$ cat config.mk
export PLATFORM = sky130hd
export DESIGN_NAME = bba_size_level
export DESIGN_NICKNAME = d
export VERILOG_FILES = /design/src/rtl/bba_pkg.sv /design/src/rtl/bba_size_level.sv
export SDC_FILE = /design/constraint.sdc
export NUM_CORES = 1
export LEC_CHECK = 0
export BUFFER_PORTS_ARGS = -buffer_cell sky130_fd_sc_hd__buf_2
export CORE_ASPECT_RATIO = 1.5
export CORE_MARGIN = 4
export CORE_UTILIZATION = 26
export DETAILED_ROUTE_END_ITERATION = 12
export PLACE_DENSITY = 0.52
export SYNTH_ARGS = -nofsm -noshare
export SYNTH_HDL_FRONTEND = slang
export SYNTH_SLANG_ARGS = --single-unit
$ cat constraint.sdc
create_clock -name vclk -period 28
set_input_delay 8.4 -clock vclk [all_inputs]
set_output_delay 8.4 -clock vclk [all_outputs]
set_load 0.05 [all_outputs]
$ cat src/rtl/bba_pkg.sv
`timescale 1ns / 1ps
`default_nettype none
// ----------------------------------------------------------------------------
// Buddy block allocator package
// Shared widths, sizes, register indexes and request codes.
// ----------------------------------------------------------------------------
package bba_pkg;

   localparam int POOL_BITS      = 16;
   localparam int MIN_BLOCK_BITS = 4;
   localparam int FREE_DEPTH     = 8192;
   localparam int NUM_LEVELS     = POOL_BITS + 1;

   localparam int OFF_W   = 16;
   localparam int SIZE_W  = 17;
   localparam int LVL_W   = 5;
   localparam int CNT_W   = 14;
   localparam int ADDR_W  = 13;
   localparam int CSR_AW  = 3;
   localparam int CSR_DW  = 32;

   // register indexes (byte address bit 2)
   localparam logic CSR_MIN_LEVEL  = 1'b0;
   localparam logic CSR_POOL_LEVEL = 1'b1;

   typedef enum logic {
      OP_ALLOC   = 1'b0,
      OP_RELEASE = 1'b1
   } opcode_type;

endpackage : bba_pkg
`default_nettype wire

$ cat src/rtl/bba_size_level.sv
`timescale 1ns / 1ps
`default_nettype none
// ----------------------------------------------------------------------------
// Size to level
// Rounds a byte size up to a power-of-two level, floored at min_level.
// ----------------------------------------------------------------------------
module bba_size_level
   import bba_pkg::*;
(
   input  wire logic [SIZE_W-1:0] size_bytes,
   input  wire logic [LVL_W-1:0]  min_level,
   output logic      [LVL_W-1:0]  level
);

   logic [SIZE_W-1:0] size_m1;
   logic [LVL_W-1:0]  msb;
   logic [LVL_W-1:0]  raw;

   // find the top set bit of size - 1
   always_comb begin
      size_m1 = size_bytes - SIZE_W'(1);
      msb     = '0;
      for (int b = 0; b < SIZE_W; b++) begin
         if (size_m1[b]) begin
            msb = LVL_W'(b);
         end
      end
      raw   = (size_bytes <= SIZE_W'(1)) ? '0 : msb + LVL_W'(1);
      level = (raw < min_level) ? min_level : raw;
   end

endmodule : bba_size_level
`default_nettype wire
==> Word-level counts from Yosys, hierarchy flattened <==
Index checks and enable logic that the tools add are counted.
W data, S select, Z words.
{ "word_totals": {"out_inout_bits": 5, "ram_bits": 0, "elab_cells": 22, "mem_count": 0, "ff_bits": 0, "latchBits": 0, "romBits": 0} }
{ "classes": {"n_shift": 0, "bitwise": 0, "n_lt_le_gt_ge": 2, "n_addsub": 2, "div": 0, "eq_ne": 0, "n_mux": 18, "reduce_logical": 0, "n_mul": 0} }
{ "op_table": {"columns": ["operator", "count"], "rows": [
  ["$mux W5", 17],
  ["$le A17 B1 Y1 const B", 1],
  ["$sub A17 B1 Y17 const B", 1],
  ["$add A5 B1 Y5 const B", 1],
  ["$lt A5 B5 Y1", 1],
  ["$mux W1", 1]
]} }

==> Depth between registers and ports, before layout <==
{ "depth": {"depth_word": 21, "ltp_mapped": 20, "depth_no_buf": 18} }

==> Worst setup path before layout <==
Ideal clock, no wire load.
{ "synth_path": {"path_type": "input-to-output", "startpoint": "input port size_bytes[0]", "endpoint": "output port level[0]", "setup_slack_ps": 7479, "stages": 20, "t_required_ps": 19600, "arrival_time_ps": 12121, "path_cell_list": "buf_6 > inv_1 > ha_1 > or3b_1 > buf_2 > or3_1 > a21boi_0 > o221ai_1 > a21oi_1 > o21ai_0 > and2_1 > ha_1 > nor2b_1 > mux2_4 > ha_1 > a21o_1 > a21oi_1 > nand3b_1 > o21ai_2 > mux2_1"} }
{ "synth_via": {"elab_chain_cells": 21, "word_cells_on_any_way": 22} }
{ "synth_lines": {"columns": ["element", "line", "text"], "rows": [
  ["from (decl)", "bba_size_level.sv:10", "input wire logic [SIZE_W-1:0] size_bytes,"],
  ["$sub A17 B1 Y17", "bba_size_level.sv:21", "size_m1 = size_bytes - SIZE_W'(1);"],
  ["$mux W1", "bba_size_level.sv:24", "if (size_m1[b]) begin"],
  ["$mux W5 (15 in a row)", "bba_size_level.sv:24", null],
  ["$add A5 B1 Y5", "bba_size_level.sv:28", "raw = (size_bytes <= SIZE_W'(1)) ? '0 : msb + LVL_W'(1);"],
  ["$mux W5 *", "bba_size_level.sv:28", null],
  ["$lt A5 B5 Y1", "bba_size_level.sv:29", "level = (raw < min_level) ? min_level : raw;"],
  ["$mux W5 *", "bba_size_level.sv:29", null],
  ["to (decl)", "bba_size_level.sv:12", "output logic [LVL_W-1:0] level"]
]} }
Mark *: on every way between the ends. The rest lies on a longest branch, timed or not.

==> Worst setup path in the final report <==
{ "layout_path": {"startpoint": "input port size_bytes[1]", "endpoint": "output port level[2]"} }
Same word-level chain as after synthesis.

==> flow_summary.ini <==
[status]
outcome = completed

[critical_path]
path_max_fanout = 13
path_class = in2out
cp-end-kind = primary output
crit_arrival_ns = 12.80
crit_required_ns = 19.60
start_kind = input port

[pwr]
ir_worst_vdd_mv = 0.00895
p_int_w = 0.00000717
p_clk_share_pct = 0
seqPwrFrac_pct = 0
p_total_w = 0.0000197
power_frac_comb_pct = 100.0
power_switching_w = 0.0000125
powerDensity_nw_per_um2 = 17.0
switching_share_pct = 63.5
p_leak_nw = 0.449

[synthesis]
syn-num-nets = 177
yosys-top-cells-count = nor2_1, o21ai_0, a21oi_1, inv_1, nand2_1
yosysTopAreaCellShare_pct = 8.63
synthDistinctLibCells = 56
ys_seq_area_share_pct = 0
synth_largest_area_cell = ha_1
synth_area_per_cell_sq_um = 6.86
syn-cell-area_sq_um = 1010
yosys-top-cells-area = ha_1, o21ai_0, nor2_1, a21oi_1, inv_1
synthCells = 148
synth_warnings = 0
synth.most_common_cell = nor2_1

[job]
maxCapViolations = 0

[layout]
diodes = 0
seq_cell_count = 0
regArea_sq_um = 0
n_fill_cell = 428
clock_buffers = 0
final_nets = 199
area_growth_syn_to_layout_pct = 13.7
drive_above_1_share_pct = 22.6

[sta]
hold_ws_ns = 17.25
post-route-period-util_pct = 75.7
period_minus_slack_ns = 21.20
fmax_mhz = 47.2
timing.final.ws_setup_ns = 6.80
finalSetupTns_ns = 0
rsz0062_at_grt = false
hold_viol = 0
slew_headroom_pct = 56.0
finalSetupViolations = 0
maxSlewViolCount = 0
max_slew.worst_pin.slew_ns = 0.654

[placed_design]
dp_hpwl_mm = 2.24
routabilityCongestion = 0.760
portBuffers = 27
post-place-ws_ns = 6.79

[global_route]
grt_pass1_wl_mm = 4.54
grtUsageTotal_pct = 10.6
gr-total-overflow = 0
grt_pass1_vias = 1059
grt_max_degree = 14
antenna_found_initial = 0

[detailed_routing]
drt_iter0_drc = 20
vias = 1159
avgRoutedWirePerCell_microns = 12.8
ant_nets = 0
wl_mm = 2.70
drc = 0
first_pass_iters = 4
vias_per_cell = 5.49

[clock_tree]
cts-resized-gates = 0
post_cts_buffers = 0
holdBufCountCts = 0

[floorplanning]
rows = 27
dieArea_sq_um = 4990
start_util_pct = 27.3
coreArea_sq_um = 3720
die_x_microns = 59.0
num_io_pins = 27
fp.dieH_microns = 84.5

[min_path]
hold_path_class = in2out
## power groups by stage
| stage | registers (W) | logic [W] | clock network (W) |
|---|---|---|---|
| 4_1_cts | 0 | 0.0000198 | 0 |
| 3_5_place_dp | 0 | 0.0000197 | 0 |
| 6_report | 0 | 0.0000197 | 0 |
| 3_3_place_gp | 0 | 0.0000197 | 0 |
| 5_1_grt | 0 | 0.0000217 | 0 |
| 2_1_floorplan | 0 | 0.0000145 | 0 |
## path summary, 6_finish.rpt
kind        to  cells past startpoint           from
max   level[2]                     20  size_bytes[1]
min   level[1]                      3   min_level[1]
## metrics by stage
| stage | cell area [sq um] | instances | utilization [%] |
|---|---|---|---|
| CTS | 1150 | 211 | 31.0 |
| global placement | 1150 | 211 | 31.0 |
| finish | 1150 | 211 | 31.0 |
| floorplan | 1010 | 148 | - |
| global route | 1150 | 211 | 31.0 |
| detailed placement | 1150 | 211 | 31.0 |
## layer usage
metal  up-vias  global-route usage, %  part of all wire [%]
li1        609                      -                     -
met1       529                   13.1                    44
met2        21                   20.9                    52
met3         0                  0.154                   3.8
met4         0                      0                     0
met5         -                      0                     0
## cell usage in the layout (no fill, tap or decap), types with 3 or more instances in the layout
master / instances
buf_2: 27
nor2_1: 14
o21ai_0: 12
inv_1: 10
a21oi_1: 10
nand2_1: 8
ha_1: 7
nand3_1: 6
nor4_1: 5
nand2b_1: 5
nor3_1: 5
xnor2_1: 4
nand3b_1: 3
mux2_1: 3
## area by class of cell
cell class | instances | area [sq um] | area share (%)
multi-input cells | 130 | 920 | 79.7
repair buffers | 28 | 143 | 12.4
well taps | 43 | 53.8 | 4.66
inverters | 10 | 37.5 | 3.25
## critical path: stages
cell,delay [ns]
buf_2,0.14
inv_1,0.08
ha_1,0.39
or3b_1,0.55
or3_1,0.35
a21boi_0,0.18
o221ai_1,0.16
a21oi_1,0.20
o21ai_0,0.09
and2_1,0.17
ha_1,0.20
nor2b_1,0.13
mux2_4,0.29
ha_1,0.18
a21o_1,0.17
a21oi_1,0.18
nand3b_1,0.11
o21ai_2,0.25
mux2_2,0.36
buf_2,0.21
## logic make-up (layout without fill, tap and decap cells)
family | after synthesis | count (layout) | synth area share (%)
and+or+nand+nor | 65 | 65 | 38.7
AOI/OAI and AO/OA | 46 | 46 | 31.0
buffers and inverters | 18 | 38 | 9.37
adders and majority gates | 7 | 7 | 8.63
muxes | 7 | 7 | 8.01
xor gates and xnor gates | 5 | 5 | 4.32
No activity file was read; power rests on OpenSTA's default activity.
